## src/sv/ssc_pkg.sv

```systemverilog
// ----------------------------------------------------------------------------
// ssc_pkg
// shared types, codes and defaults of the squeeze-cycle sequencer
// ----------------------------------------------------------------------------
package ssc_pkg;

  localparam int PrepareMsDef = 300;
  localparam int ReleaseMsDef = 500;
  localparam int FinishMsDef  = 1000;
  localparam int DetectRunDef = 3;

  localparam logic [8:0] OPEN_ANGLE = 9'd270;

  // phase codes
  localparam logic [2:0] PH_IDLE     = 3'd0;
  localparam logic [2:0] PH_PREPARE  = 3'd1;
  localparam logic [2:0] PH_SQUEEZE  = 3'd2;
  localparam logic [2:0] PH_HOLD     = 3'd3;
  localparam logic [2:0] PH_RELEASE  = 3'd4;
  localparam logic [2:0] PH_WAIT     = 3'd5;
  localparam logic [2:0] PH_FINISHED = 3'd6;

  // item kinds
  localparam logic [1:0] FN_TICK   = 2'd0;
  localparam logic [1:0] FN_START  = 2'd1;
  localparam logic [1:0] FN_STOP   = 2'd2;
  localparam logic [1:0] FN_SAMPLE = 2'd3;

  // register indexes
  localparam logic [2:0] REG_REACH      = 3'd0;
  localparam logic [2:0] REG_HOLD       = 3'd1;
  localparam logic [2:0] REG_STRENGTH   = 3'd2;
  localparam logic [2:0] REG_CYCLES     = 3'd3;
  localparam logic [2:0] REG_GRAD_EN    = 3'd4;
  localparam logic [2:0] REG_GRAD_FIRST = 3'd5;
  localparam logic [2:0] REG_GRAD_LAST  = 3'd6;
  localparam logic [2:0] REG_NEAR       = 3'd7;

  // operands of the serial multiply-divide: q = (a * b) / d
  typedef struct packed {
    logic [15:0] a;
    logic [7:0]  b;
    logic [15:0] d;
  } md_req_t;

endpackage

```

## src/sv/servo_squeeze_cycle_sequencer.sv

```systemverilog
// ----------------------------------------------------------------------------
// servo_squeeze_cycle_sequencer
// phase sequencer driving one servo angle through sessions of squeeze cycles
// ----------------------------------------------------------------------------
// item path: prep, then commit, which registers the result; commit waits while a result is stalled
// squeeze tick: up to two passes of the shared bit-serial multiply-divide
//   (gradation when enabled and cycle total above one, then ramp while the timer is below reach)
// one item in flight, so no new beat until the held one commits; a new beat is taken
//   while a result waits on out_stall
// reset: phase idle, timer and cycle count 0, angle 270, registers at defaults
module servo_squeeze_cycle_sequencer #(
  parameter int PREPARE_MS = ssc_pkg::PrepareMsDef,
  parameter int RELEASE_MS = ssc_pkg::ReleaseMsDef,
  parameter int FINISH_MS  = ssc_pkg::FinishMsDef,
  parameter int DETECT_RUN = ssc_pkg::DetectRunDef
) (
  input  logic        clk,
  input  logic        rst,
  input  logic        psel,
  input  logic        penable,
  input  logic        pwrite,
  input  logic [4:0]  paddr,
  input  logic [31:0] pwdata,
  output logic [31:0] prdata,
  output logic        pready,
  input  logic        in_valid,
  output logic        in_stall,
  input  logic [1:0]  func,
  input  logic [13:0] distance_mm,
  output logic        out_valid,
  input  logic        out_stall,
  output logic [8:0]  angle,
  output logic [2:0]  phase,
  output logic [7:0]  cycles_done,
  output logic        session_done
);
  import ssc_pkg::*;

  localparam logic [2:0] ST_READY  = 3'd0;
  localparam logic [2:0] ST_PREP   = 3'd1;
  localparam logic [2:0] ST_GRAD   = 3'd2;
  localparam logic [2:0] ST_TGT    = 3'd3;
  localparam logic [2:0] ST_TGT2   = 3'd4;
  localparam logic [2:0] ST_RAMP   = 3'd5;
  localparam logic [2:0] ST_COMMIT = 3'd6;

  // configuration
  logic [15:0] reach_ms;
  logic [15:0] hold_ms;
  logic [6:0]  strength;
  logic [7:0]  cycle_total;
  logic        grad_enable;
  logic [6:0]  grad_first;
  logic [6:0]  grad_last;
  logic [13:0] near_mm;

  // sequencer state
  logic [2:0]  phase_reg, phase_next;
  logic [15:0] phase_timer, timer_next;
  logic [7:0]  cycle_reg, cycle_next;
  logic [1:0]  detect_count, detect_next;
  logic [8:0]  angle_reg, angle_next;
  logic        done_next;

  // item and datapath
  logic [2:0]         state;
  logic [1:0]         func_q;
  logic [13:0]        dist_q;
  logic signed [16:0] s_raw;
  logic [9:0]         x9;
  logic [8:0]         ang_calc;

  logic               md_start;
  logic               md_done;
  logic [23:0]        md_q;
  md_req_t            md_req;

  logic [7:0]         diff;
  logic               diff_neg;
  logic [6:0]         diff_mag;
  logic [16:0]        q_ext;
  logic [6:0]         s_clamp;
  logic [17:0]        prod;
  logic               squeeze_tick;
  logic               commit;
  logic               grad_run;
  logic               near;
  logic [2:0]         detect_inc;

  assign pready   = 1'b1;
  assign in_stall = state != ST_READY;
  assign commit   = (state == ST_COMMIT) && (!out_valid || !out_stall);

  // configuration port
  always_ff @(posedge clk) begin
    if (rst) begin
      reach_ms    <= 16'd500;
      hold_ms     <= 16'd500;
      strength    <= 7'd90;
      cycle_total <= 8'd3;
      grad_enable <= 1'b0;
      grad_first  <= 7'd50;
      grad_last   <= 7'd100;
      near_mm     <= '0;
    end else if (psel && penable && pwrite) begin
      case (paddr[4:2])
        REG_REACH:      reach_ms    <= pwdata[15:0];
        REG_HOLD:       hold_ms     <= pwdata[15:0];
        REG_STRENGTH:   strength    <= pwdata[6:0];
        REG_CYCLES:     cycle_total <= pwdata[7:0];
        REG_GRAD_EN:    grad_enable <= pwdata[0];
        REG_GRAD_FIRST: grad_first  <= pwdata[6:0];
        REG_GRAD_LAST:  grad_last   <= pwdata[6:0];
        REG_NEAR:       near_mm     <= pwdata[13:0];
        default: ;
      endcase
    end
  end

  always_comb begin
    case (paddr[4:2])
      REG_REACH:      prdata = {16'b0, reach_ms};
      REG_HOLD:       prdata = {16'b0, hold_ms};
      REG_STRENGTH:   prdata = {25'b0, strength};
      REG_CYCLES:     prdata = {24'b0, cycle_total};
      REG_GRAD_EN:    prdata = {31'b0, grad_enable};
      REG_GRAD_FIRST: prdata = {25'b0, grad_first};
      REG_GRAD_LAST:  prdata = {25'b0, grad_last};
      REG_NEAR:       prdata = {18'b0, near_mm};
      default:        prdata = '0;
    endcase
  end

  // target and ramp datapath
  assign squeeze_tick = (func_q == FN_TICK) && (phase_reg == PH_SQUEEZE);
  assign grad_run     = grad_enable && (cycle_total > 8'd1);
  assign diff         = {1'b0, grad_last} - {1'b0, grad_first};
  assign diff_neg     = diff[7];
  assign diff_mag     = diff_neg ? 7'(-diff) : diff[6:0];
  assign q_ext        = {2'b0, md_q[14:0]};
  assign prod         = {8'b0, x9} * 18'd205;

  always_comb begin
    if (s_raw < 0) begin
      s_clamp = '0;
    end else if (s_raw > 17'sd100) begin
      s_clamp = 7'd100;
    end else begin
      s_clamp = s_raw[6:0];
    end
  end

  always_comb begin
    md_start = 1'b0;
    md_req   = '0;
    if (state == ST_PREP && squeeze_tick && grad_run) begin
      md_start = 1'b1;
      md_req.a = {8'b0, cycle_reg};
      md_req.b = {1'b0, diff_mag};
      md_req.d = {8'b0, 8'(cycle_total - 8'd1)};
    end else if (state == ST_TGT2 && phase_timer < reach_ms) begin
      md_start = 1'b1;
      md_req.a = phase_timer;
      md_req.b = prod[17:10];
      md_req.d = reach_ms;
    end
  end

  ssc_muldiv u_muldiv (
    .clk   (clk),
    .rst   (rst),
    .start (md_start),
    .req   (md_req),
    .done  (md_done),
    .q     (md_q)
  );

  always_ff @(posedge clk) begin
    if (in_valid && !in_stall) begin
      func_q <= func;
      dist_q <= distance_mm;
    end
    case (state)
      ST_PREP: begin
        s_raw <= grad_enable ? signed'({10'b0, grad_last}) : signed'({10'b0, strength});
      end
      ST_GRAD: begin
        if (md_done) begin
          s_raw <= signed'(17'({10'b0, grad_first} + (diff_neg ? 17'(-q_ext) : q_ext)));
        end
      end
      ST_TGT: begin
        x9 <= {s_clamp, 3'b0} + {3'b0, s_clamp};
      end
      ST_TGT2: begin
        ang_calc <= OPEN_ANGLE - {1'b0, prod[17:10]};
      end
      ST_RAMP: begin
        if (md_done) begin
          ang_calc <= OPEN_ANGLE - md_q[8:0];
        end
      end
      default: ;
    endcase
  end

  // control sequence
  always_ff @(posedge clk) begin
    if (rst) begin
      state <= ST_READY;
    end else begin
      case (state)
        ST_READY: begin
          if (in_valid) state <= ST_PREP;
        end
        ST_PREP: begin
          if (!squeeze_tick) begin
            state <= ST_COMMIT;
          end else if (grad_run) begin
            state <= ST_GRAD;
          end else begin
            state <= ST_TGT;
          end
        end
        ST_GRAD: begin
          if (md_done) state <= ST_TGT;
        end
        ST_TGT: begin
          state <= ST_TGT2;
        end
        ST_TGT2: begin
          state <= (phase_timer < reach_ms) ? ST_RAMP : ST_COMMIT;
        end
        ST_RAMP: begin
          if (md_done) state <= ST_COMMIT;
        end
        ST_COMMIT: begin
          if (commit) state <= ST_READY;
        end
        default: state <= ST_READY;
      endcase
    end
  end

  // next architectural state for the held item
  assign near       = (near_mm != '0) && (dist_q < near_mm) && (dist_q > 14'd1);
  assign detect_inc = {1'b0, detect_count} + 3'd1;

  always_comb begin
    phase_next  = phase_reg;
    timer_next  = phase_timer;
    cycle_next  = cycle_reg;
    detect_next = detect_count;
    angle_next  = angle_reg;
    done_next   = 1'b0;
    case (func_q)
      FN_TICK: begin
        if (phase_reg != PH_IDLE && phase_reg != 3'd7) begin
          case (phase_reg)
            PH_PREPARE: begin
              angle_next = OPEN_ANGLE;
              if (phase_timer > 16'(PREPARE_MS)) phase_next = PH_SQUEEZE;
            end
            PH_SQUEEZE: begin
              angle_next = ang_calc;
              if (phase_timer >= reach_ms) phase_next = PH_HOLD;
            end
            PH_HOLD: begin
              if (phase_timer >= hold_ms) begin
                if (cycle_reg != 8'hFF) cycle_next = cycle_reg + 8'd1;
                phase_next = PH_RELEASE;
              end
            end
            PH_RELEASE: begin
              angle_next = OPEN_ANGLE;
              if (phase_timer >= 16'(RELEASE_MS)) begin
                if (cycle_reg >= cycle_total) begin
                  phase_next = PH_FINISHED;
                  done_next  = 1'b1;
                end else begin
                  phase_next = PH_WAIT;
                end
              end
            end
            PH_WAIT: begin
              phase_next = PH_SQUEEZE;
            end
            PH_FINISHED: begin
              if (phase_timer >= 16'(FINISH_MS)) begin
                phase_next = PH_IDLE;
                angle_next = OPEN_ANGLE;
              end
            end
            default: ;
          endcase
          if (phase_next != phase_reg) begin
            timer_next = '0;
          end else if (phase_timer != 16'hFFFF) begin
            timer_next = phase_timer + 16'd1;
          end
        end
      end
      FN_START: begin
        cycle_next = '0;
        phase_next = PH_PREPARE;
        timer_next = '0;
        angle_next = OPEN_ANGLE;
      end
      FN_STOP: begin
        phase_next = PH_IDLE;
        timer_next = '0;
        angle_next = OPEN_ANGLE;
      end
      FN_SAMPLE: begin
        if (phase_reg == PH_IDLE) begin
          if (near) begin
            if (detect_inc >= 3'(DETECT_RUN)) begin
              detect_next = '0;
              cycle_next  = '0;
              phase_next  = PH_PREPARE;
              timer_next  = '0;
              angle_next  = OPEN_ANGLE;
            end else begin
              detect_next = detect_inc[1:0];
            end
          end else begin
            detect_next = '0;
          end
        end
      end
      default: ;
    endcase
  end

  always_ff @(posedge clk) begin
    if (rst) begin
      phase_reg    <= PH_IDLE;
      phase_timer  <= '0;
      cycle_reg    <= '0;
      detect_count <= '0;
      angle_reg    <= OPEN_ANGLE;
      out_valid    <= 1'b0;
    end else begin
      if (commit) begin
        phase_reg    <= phase_next;
        phase_timer  <= timer_next;
        cycle_reg    <= cycle_next;
        detect_count <= detect_next;
        angle_reg    <= angle_next;
        out_valid    <= 1'b1;
      end else if (!out_stall) begin
        out_valid <= 1'b0;
      end
    end
  end

  // result beat
  always_ff @(posedge clk) begin
    if (commit) begin
      angle        <= angle_next;
      phase        <= phase_next;
      cycles_done  <= cycle_next;
      session_done <= done_next;
    end
  end

endmodule

```

## src/sv/ssc_muldiv.sv

```systemverilog
// ----------------------------------------------------------------------------
// ssc_muldiv
// serial multiply then divide: 8 shift-add steps, then 24 restoring
// quotient steps, one bit per cycle in each operation
// ----------------------------------------------------------------------------
module ssc_muldiv (
  input  logic             clk,
  input  logic             rst,
  input  logic             start,
  input  ssc_pkg::md_req_t req,
  output logic             done,
  output logic [23:0]      q
);
  import ssc_pkg::*;

  logic        busy;
  logic [4:0]  cnt;
  logic [23:0] acc;
  logic [23:0] mcand;
  logic [7:0]  mplier;
  logic [15:0] rem;
  logic [15:0] dvsr;
  logic [16:0] rem_sh;
  logic        ge;

  assign rem_sh = {rem, acc[23]};
  assign ge     = rem_sh >= {1'b0, dvsr};

  always_ff @(posedge clk) begin
    if (rst) begin
      busy <= 1'b0;
      cnt  <= '0;
      done <= 1'b0;
    end else begin
      done <= 1'b0;
      if (start) begin
        busy <= 1'b1;
        cnt  <= '0;
      end else if (busy) begin
        cnt <= cnt + 5'd1;
        if (cnt == 5'd31) begin
          busy <= 1'b0;
          done <= 1'b1;
        end
      end
    end
  end

  always_ff @(posedge clk) begin
    if (start) begin
      acc    <= '0;
      mcand  <= {8'b0, req.a};
      mplier <= req.b;
      dvsr   <= req.d;
      rem    <= '0;
    end else if (busy) begin
      if (cnt[4:3] == 2'b00) begin
        if (mplier[0]) begin
          acc <= acc + mcand;
        end
        mcand  <= {mcand[22:0], 1'b0};
        mplier <= {1'b0, mplier[7:1]};
      end else begin
        rem <= ge ? 16'(rem_sh - {1'b0, dvsr}) : rem_sh[15:0];
        acc <= {acc[22:0], ge};
      end
    end
  end

  assign q = acc;

endmodule

```

## config.mk

```make
export PLATFORM = sky130hd
export DESIGN_NAME = servo_squeeze_cycle_sequencer
export DESIGN_NICKNAME = d
export VERILOG_FILES = /design/src/sv/ssc_pkg.sv /design/src/sv/servo_squeeze_cycle_sequencer.sv /design/src/sv/ssc_muldiv.sv
export SDC_FILE = /design/constraint.sdc
export NUM_CORES = 1
export LEC_CHECK = 0
export BUFFER_PORTS_ARGS = -buffer_cell sky130_fd_sc_hd__buf_4
export CAP_MARGIN = 0
export CORE_UTILIZATION = 54
export DETAILED_ROUTE_END_ITERATION = 8
export HOLD_SLACK_MARGIN = 0.15
export PLACE_DENSITY = 0.69
export SKIP_CTS_REPAIR_TIMING = 1
export SYNTH_ARGS = -nofsm -noshare
export SYNTH_HDL_FRONTEND = slang
export SYNTH_SLANG_ARGS = --single-unit
export TNS_END_PERCENT = 50
```

## constraint.sdc

```tcl
create_clock -name clk -period 5.7 [get_ports clk]
set_input_delay 0 -clock clk [delete_from_list [all_inputs] [get_ports clk]]
set_output_delay 0 -clock clk [all_outputs]
set_load 0.03 [all_outputs]
```

==> insert_results.sql, run 1 <==
INSERT INTO impl_metrics (metric_group, metric, value, unit) VALUES
('placed_design', 'place.port_buffers', '80', ''),
('drt', 'drc', '0', ''),
('sta', 'final_hold_fails', '0', ''),
('layout', 'utilization', '0.622', ''),
('drt', 'detail_route.vias_per_cell', '5.94', ''),
('drt', 'firstDrtPassIters', '5', ''),
('power_and_ir_drop', 'power.share.switching', '0.358', ''),
('logic_synthesis', 'synth-compound-area-share', '0.186', ''),
('logic_synthesis', 'number_of_flops_mapped_to_enable_cells_by_yosys', '113', ''),
('floorplan', 'coreArea', '34800', 'um2'),
('power_and_ir_drop', 'p_sw', '0.00279', 'W'),
('power_and_ir_drop', 'power_dens_cells', '360', 'nW/um2'),
('floorplan', 'design.die.area', '36300', 'um2'),
('job', 'drv.max_cap_violation_count', '0', ''),
('drt', 'drt_first_iter_violations', '1364', ''),
('floorplan', 'standard_cell_rows', '68', ''),
('setup_path', 'crit_path_start_kind', 'register', ''),
('logic_synthesis', 'synth_largest_area_cell', 'sky130_fd_sc_hd__dfxtp_1', ''),
('power_and_ir_drop', 'worst_ir_drop_on_vdd', '414', 'uV'),
('grt', 'grt_start_max_net_pins', '55', ''),
('logic_synthesis', 'syn-cell-area', '19200', 'um2'),
('logic_synthesis', 'synth_seq_area_share', '0.357', ''),
('drt', 'dr_wl_cell', '18.6', 'um'),
('power_and_ir_drop', 'power_frac_seq', '0.358', ''),
('placed_design', 'dp.final_hpwl', '38200', 'um'),
('power_and_ir_drop', 'p_int', '0.00500', 'W'),
('sta', 'setup_viol', '0', ''),
('floorplan', 'initial_core_util', '0.552', ''),
('drt', 'routed-via-count', '16700', ''),
('grt', 'via_count_of_the_first_global_routing_pass', '15500', ''),
('placed_design', 'placement.setup.worst_slack', '0.381', 'ns'),
('sta', 'post-route-min-period', '5.35', 'ns'),
('cts', 'insertion_delay', '0.53', 'ns'),
('layout', 'finalNetCount', '2574', ''),
('logic_synthesis', 'post_synth_main_area_contributors', 'sky130_fd_sc_hd__dfxtp_1 18%, sky130_fd_sc_hd__edfxtp_1 18%, sky130_fd_sc_hd__ha_1 11%, sky130_fd_sc_hd__nand2_1 5.3%, sky130_fd_sc_hd__a21oi_1 4.4%', ''),
('setup_path', 'crit_start', 'x9[7]', ''),
('logic_synthesis', 'synth.avg_cell_area', '8.52', 'um2'),
('setup_path', 'worstRegToRegCells', '19', ''),
('setup_path', 'timing.rr.end', 'ang_calc[8]', ''),
('cts', 'cts-buffers-inserted', '35', ''),
('logic_synthesis', 'yosysWarningCount', '0', ''),
('drt', 'wirelength', '52200', 'um'),
('floorplan', 'ios', '116', ''),
('cts', 'cts_num_sinks', '286', ''),
('sta', 'setup_total_negative_slack', '0', 'ns'),
('setup_path', 'rrSetupSlack', '0.35', 'ns'),
('worst_hold_path', 'hold_path.class', 'in -> reg', ''),
('cts', 'cts.reportedPaths.clkPinSlew', '0.06', 'ns'),
('power_and_ir_drop', 'part_of_the_power_in_the_clock_network', '0.299', ''),
('cts', 'clockRootBuffer', 'sky130_fd_sc_hd__clkbuf_16', ''),
('layout', 'commonest_cells_after_routing_fill_and_taps_aside', '272 x sky130_fd_sc_hd__nand2_1, 194 x sky130_fd_sc_hd__nor2_1, 173 x sky130_fd_sc_hd__dfxtp_1', ''),
('power_and_ir_drop', 'combPwrFrac', '0.343', ''),
('setup_path', 'critPathRequiredTime', '5.96', 'ns'),
('sta', 'worst_slew_margin_rel', '0.233', ''),
('setup_path', 'worst-setup-path-type', 'reg -> reg', ''),
('setup_path', 'cp.arrival', '5.61', 'ns'),
('cts', 'cts_max_level', '2', ''),
('sta', 'final_max_slew_viol_count', '0', ''),
('sta', 'rsz0062_at_grt', 'false', ''),
('logic_synthesis', 'synth_cell_types', '83', ''),
('floorplan', 'dieHeight', '191', 'um'),
('placed_design', 'gp_congestion', '0.938', ''),
('logic_synthesis', 'main_combinational_cell_family_by_area_after_synthesis', 'compound AO/OA/AOI/OAI gates', ''),
('logic_synthesis', 'synth_ff_type', 'sky130_fd_sc_hd__dfxtp_1', ''),
('grt', 'antenna_violations_before_repair', '1', ''),
('outcome', 'run_status', 'finished, final reports clean', ''),
('drt', 'route.antenna.remaining_nets', '0', ''),
('grt', 'groute.usage.overall', '0.286', ''),
('floorplan', 'die_width', '191', 'um'),
('sta', 'achievable-frequency', '0.187', 'GHz'),
('layout', 'layout-drive-gt1-share', '0.0772', '');
==> metrics by stage <==
stage               power (W)  area, um2  cells
global route          0.00825      21700   2801
finish                0.00779      21700   2802
detailed placement    0.00542      20000   2697
global placement      0.00536      20000   2697
floorplan             0.00473      19300   2270
CTS                   0.00777      21200   2760
==> critical path, cell delays in order, from the launching register on <==
cell,delay (ns)
sky130_fd_sc_hd__edfxtp_1,0.43
sky130_fd_sc_hd__ha_1,0.33
sky130_fd_sc_hd__inv_1,0.06
sky130_fd_sc_hd__fa_1,0.52
sky130_fd_sc_hd__inv_1,0.05
sky130_fd_sc_hd__fa_1,0.53
sky130_fd_sc_hd__inv_1,0.06
sky130_fd_sc_hd__fa_1,0.53
sky130_fd_sc_hd__inv_1,0.04
sky130_fd_sc_hd__ha_1,0.21
sky130_fd_sc_hd__a2111o_1,0.33
sky130_fd_sc_hd__o311ai_1,0.29
sky130_fd_sc_hd__buf_4,0.19
sky130_fd_sc_hd__o21ai_0,0.12
sky130_fd_sc_hd__o41ai_1,0.32
sky130_fd_sc_hd__xnor2_1,0.21
sky130_fd_sc_hd__mux2_2,0.33
sky130_fd_sc_hd__nor4_1,0.24
sky130_fd_sc_hd__mux2i_1,0.22
sky130_fd_sc_hd__o31ai_1,0.09
==> logic make-up after synthesis <==
group                      count (synthesis)
buffers and inverters                    297
xor gates and xnor gates                  86
AOI/OAI and AO/OA                        560
and+or+nand+nor                          765
other                                      2
DFF                                      286
adders and majority gates                194
muxes                                     65
==> power groups by stage <==
stage / Clock (W) / Sequential (W) / Combinational [W]
after floorplan: 0 / 0.00266 / 0.00208
after global placement: 0 / 0.00282 / 0.00254
after detailed placement: 0 / 0.00282 / 0.00260
after CTS: 0.00236 / 0.00278 / 0.00263
after global routing: 0.00245 / 0.00282 / 0.00298
final: 0.00233 / 0.00279 / 0.00267
==> routing by layer <==
layer / up-vias / track usage / wire, um
met2: 536 / 0.475 / 24500
met5: - / 0 / 0
met1: 7881 / 0.381 / 23100
met4: 0 / 0.0978 / 1560
met3: 97 / 0.0390 / 3010
li1: 8137 / - / -
==> worst min path at each step <==
| stage | to | cells past startpoint |
|---|---|---|
| after floorplan | dist_q[0] | 0 |
| after global placement | dist_q[13] | 1 |
| after detailed placement | dist_q[1] | 1 |
| after CTS | func_q[1] | 1 |
| after global routing | func_q[1] | 2 |
| final | func_q[0] | 2 |
==> layout make-up <==
cell class	instances	area [um2]	area share
diodes	1	2.50	0.000116
clock buffers	49	1030	0.0477
well taps	455	569	0.0263
repair buffers	140	1170	0.0538
multi-input cells	1687	11200	0.518
flip-flops and latches	286	6860	0.317
clock inverters	14	171	0.00791
inverters	170	638	0.0295
==> synthesized netlist by cell type (all sizes together), types with 17 or more instances <==
cell type / instances
nand2: 272
nor2: 195
dfxtp: 173
ha: 172
a21oi: 170
inv: 168
o21ai: 124
edfxtp: 113
clkbuf: 100
nor3: 71
mux2i: 61
xnor2: 54
nand3: 49
a21o: 36
a211oi: 34
xor2: 32
nand2b: 31
nor2b: 31
o211ai: 29
buf: 27
nand4: 27
fa: 22
and3: 19
nor4: 18
a31oi: 17
and2: 17
(Power assumes the default switching activity.)
==> run 2: changes to the inputs <==
Settings changed: CTS_BUF_LIST from default to sky130_fd_sc_hd__clkbuf_8, GPL_TIMING_DRIVEN from default to 0.
==> run 2 against run 1 <==
Net effect:
- sequential cell count stayed put
- total power decreased by 1.9%
- non-clock buffer count up 136
- critical path depth is 1 lower
- die area is the same
- fmax fell by 1.9%
- clock skew grew 0.019 ns
- global-route usage grew 2.5 points
- worst hold slack worse by 0.038 ns
- sequential power is 3% lower
- clock power fell by 20%
- largest power group is now combinational cells
==> insert_results.sql, run 2 (same netlist as run 1, synthesis figures left out) <==
INSERT INTO impl_metrics (metric_group, metric, value, unit) VALUES
('cts', 'insertion_delay', '0.65', 'ns'),
('drt', 'route.antenna.remaining_nets', '0', ''),
('worst_hold_path', 'hold_path.class', 'in -> reg', ''),
('sta', 'measured_slew_at_the_worst_slew_check_pin', '1.09', 'ns'),
('power_and_ir_drop', 'static-leakage-power', '9.15', 'nW'),
('grt', 'via_count_of_the_first_global_routing_pass', '16400', ''),
('placed_design', 'placement.setup.worst_slack', '-0.217', 'ns'),
('power_and_ir_drop', 'worst_ir_drop_on_vdd', '190', 'uV'),
('setup_path', 'timing.rr.end', 'ang_calc[8]', ''),
('setup_path', 'rrSetupSlack', '0.24', 'ns'),
('sta', 'achievable-frequency', '0.183', 'GHz'),
('sta', 'setup_viol', '0', ''),
('sta', 'worst_slew_margin_rel', '0.273', ''),
('setup_path', 'cp.arrival', '5.83', 'ns'),
('cts', 'ctsLongestPathBuffers', '3', ''),
('setup_path', 'slowest_delay', '0.54', 'ns'),
('setup_path', 'kind_of_end_point_of_the_critical_path', 'register', ''),
('drt', 'drt_first_iter_violations', '1648', ''),
('floorplan', 'dieHeight', '191', 'um'),
('setup_path', 'worst-setup-path-type', 'reg -> reg', ''),
('layout', 'commonest_cells_after_routing_fill_and_taps_aside', '272 x sky130_fd_sc_hd__nand2_1, 193 x sky130_fd_sc_hd__nor2_1, 183 x sky130_fd_sc_hd__inv_1', ''),
('setup_path', 'critPathRequiredTime', '6.07', 'ns'),
('cts', 'cts_tree', 'yes', ''),
('cts', 'clockRootBuffer', 'sky130_fd_sc_hd__clkbuf_8', ''),
('cts', 'cts_max_level', '2', ''),
('power_and_ir_drop', 'power.total', '0.00764', 'W'),
('floorplan', 'standard_cell_rows', '68', ''),
('worst_hold_path', 'timing.hold.worst.start', 'psel', ''),
('placed_design', 'dp.final_hpwl', '42700', 'um'),
('setup_path', 'critPathMaxFanout', '4', ''),
('layout', 'finalNetCount', '2726', ''),
('sta', 'final_max_slew_viol_count', '0', ''),
('setup_path', 'crit_path_start_kind', 'register', ''),
('grt', 'grt_start_max_net_pins', '31', ''),
('setup_path', 'worstRegToRegCells', '18', ''),
('sta', 'final_hold_fails', '0', ''),
('grt', 'global_route.overflow_total', '0', ''),
('worst_hold_path', 'worstHoldEndpoint', 'strength[6]', ''),
('setup_path', 'worstPathCellList', 'ha_4, inv_1, fa_1, inv_1, fa_1, inv_1, fa_1, inv_1, ha_2, a2111o_1, o311ai_4, o21ai_4, a21oi_1, mux2i_2, o31ai_2, nor4_4, mux2i_1, o31ai_1', ''),
('drt', 'routed-via-count', '17700', ''),
('cts', 'cts_num_sinks', '286', ''),
('layout', 'final_design_area_no_fill', '22200', 'um2'),
('placed_design', 'placed_area', '20400', 'um2'),
('layout', 'post_layout_nonfiller_instances', '2970', ''),
('layout', 'fillCellCount', '3011', ''),
('placed_design', 'place.detailed.instances', '2805', ''),
('floorplan', 'initial_core_util', '0.552', ''),
('grt', 'grt_pass1_wl', '87800', 'um'),
('layout', 'antennaDiodeCount', '0', ''),
('drt', 'detail_route.vias_per_cell', '5.96', ''),
('sta', 'final_min_period_over_clock_period', '0.957', ''),
('placed_design', 'place.port_buffers', '78', ''),
('floorplan', 'die_width', '191', 'um'),
('cts', 'cts.reportedPaths.clkPinSlew', '0.07', 'ns'),
('drt', 'wirelength', '57700', 'um'),
('setup_path', 'timing.critical_path.slowest_stage_cell', 'sky130_fd_sc_hd__fa_1', ''),
('outcome', 'run_status', 'finished, final reports clean', ''),
('layout', 'syn2layout_area_growth', '15.7', '%'),
('sta', 'final.setup.worst_slack', '0.245', 'ns'),
('placed_design', 'gp_congestion', '0.961', ''),
('setup_path', 'r2r_start', 'x9[7]', ''),
('grt', 'groute.usage.overall', '0.311', ''),
('layout', 'layout-drive-gt1-share', '0.0879', ''),
('grt', 'antenna_violations_before_repair', '0', ''),
('sta', 'setup_skew', '0.0344', 'ns'),
('worst_hold_path', 'worst_hold_path_stage_count', '5', ''),
('floorplan', 'design.die.area', '36300', 'um2'),
('setup_path', 'critical_path.most_common_cell', 'sky130_fd_sc_hd__inv_1', ''),
('cts', 'cts-buffers-inserted', '51', ''),
('setup_path', 'crit_start', 'x9[7]', ''),
('power_and_ir_drop', 'power_dens_cells', '344', 'nW/um2'),
('sta', 'post-route-min-period', '5.46', 'ns'),
('floorplan', 'ios', '116', ''),
('job', 'drv.max_cap_violation_count', '0', ''),
('layout', 'layout.cells.most_common', 'sky130_fd_sc_hd__nand2_1', ''),
('drt', 'drc', '0', ''),
('drt', 'firstDrtPassIters', '5', ''),
('floorplan', 'coreArea', '34800', 'um2'),
('drt', 'dr_wl_cell', '19.4', 'um');
run 2: changes by cell type in the layout (fill, tap and decap cells not counted), moves of 4 or more:
cell and change:
sky130_fd_sc_hd__inv_1 +15, sky130_fd_sc_hd__clkbuf_16 -38, sky130_fd_sc_hd__clkbuf_8 +54, sky130_fd_sc_hd__bufinv_16 -4
sky130_fd_sc_hd__dlygate4sd3_1 +19, sky130_fd_sc_hd__clkinv_1 +10, sky130_fd_sc_hd__o21ai_0 -4, sky130_fd_sc_hd__buf_4 +7
sky130_fd_sc_hd__buf_1 +7, sky130_fd_sc_hd__clkbuf_1 +91
run 2: area by class of cell:
type                            count  area, um2  area share
Multi-Input combinational cell   1687      11300       0.511
Inverter                          170        638      0.0287
Tap cell                          455        569      0.0256
Buffer                            127        556      0.0250
Clock buffer                       58        798      0.0359
Clock inverter                     38        175     0.00788
Timing Repair Buffer              149       1280      0.0576
Sequential cell                   286       6860       0.309
run 2: critical path, delay by kind of cell, from the launching register on:
kind | cells | cell delay [ns]
and+or+nand+nor | 1 | 0.09
DFF | 1 | 0.48
buffers and inverters | 4 | 0.21
AOI/OAI and AO/OA | 6 | 1.93
adders and majority gates | 5 | 2.10
muxes | 2 | 0.39
run 2: how the worst max path moves through the flow:
stage          depth (start not counted)  slack [ns]     endpoint
3_3_place_gp                          18       -0.14  ang_calc[8]
2_1_floorplan                         18        0.64  ang_calc[8]
3_5_place_dp                          18       -0.22  ang_calc[8]
5_1_grt                               18       -0.03  ang_calc[8]
6_report                              18        0.24  ang_calc[8]
4_1_cts                               18       -0.26  ang_calc[8]
run 2: metal layers:
| layer | share of wire | up-vias | global-route usage | wire, um |
|---|---|---|---|---|
| li1 | - | 8438 | - | - |
| met1 | 0.41 | 8447 | 0.399 | 23900 |
| met2 | 0.47 | 695 | 0.511 | 27100 |
| met3 | 0.080 | 135 | 0.0637 | 4630 |
| met4 | 0.036 | 0 | 0.126 | 2100 |
| met5 | 0 | - | 0 | 0 |
run 2: stage by stage:
step / hold WS, ns / util / setup TNS, ns
4_1_cts: -0.519 / 0.616 / -0.261
3_3_place_gp: 0.178 / 0.587 / -0.142
6_report: 0.164 / 0.639 / 0
3_5_place_dp: 0.179 / 0.588 / -0.217
2_1_floorplan: 0.0989 / - / 0
5_1_grt: 0.159 / 0.639 / -0.0294
run 2: where the power goes:
part	internal (W)	leakage [nW]	switching, W	total (W)
clock network	0.000937	0.566	0.000932	0.00187
registers	0.00248	2.46	0.000229	0.00271
logic	0.00120	6.12	0.00186	0.00307
total	0.00462	9.15	0.00302	0.00764
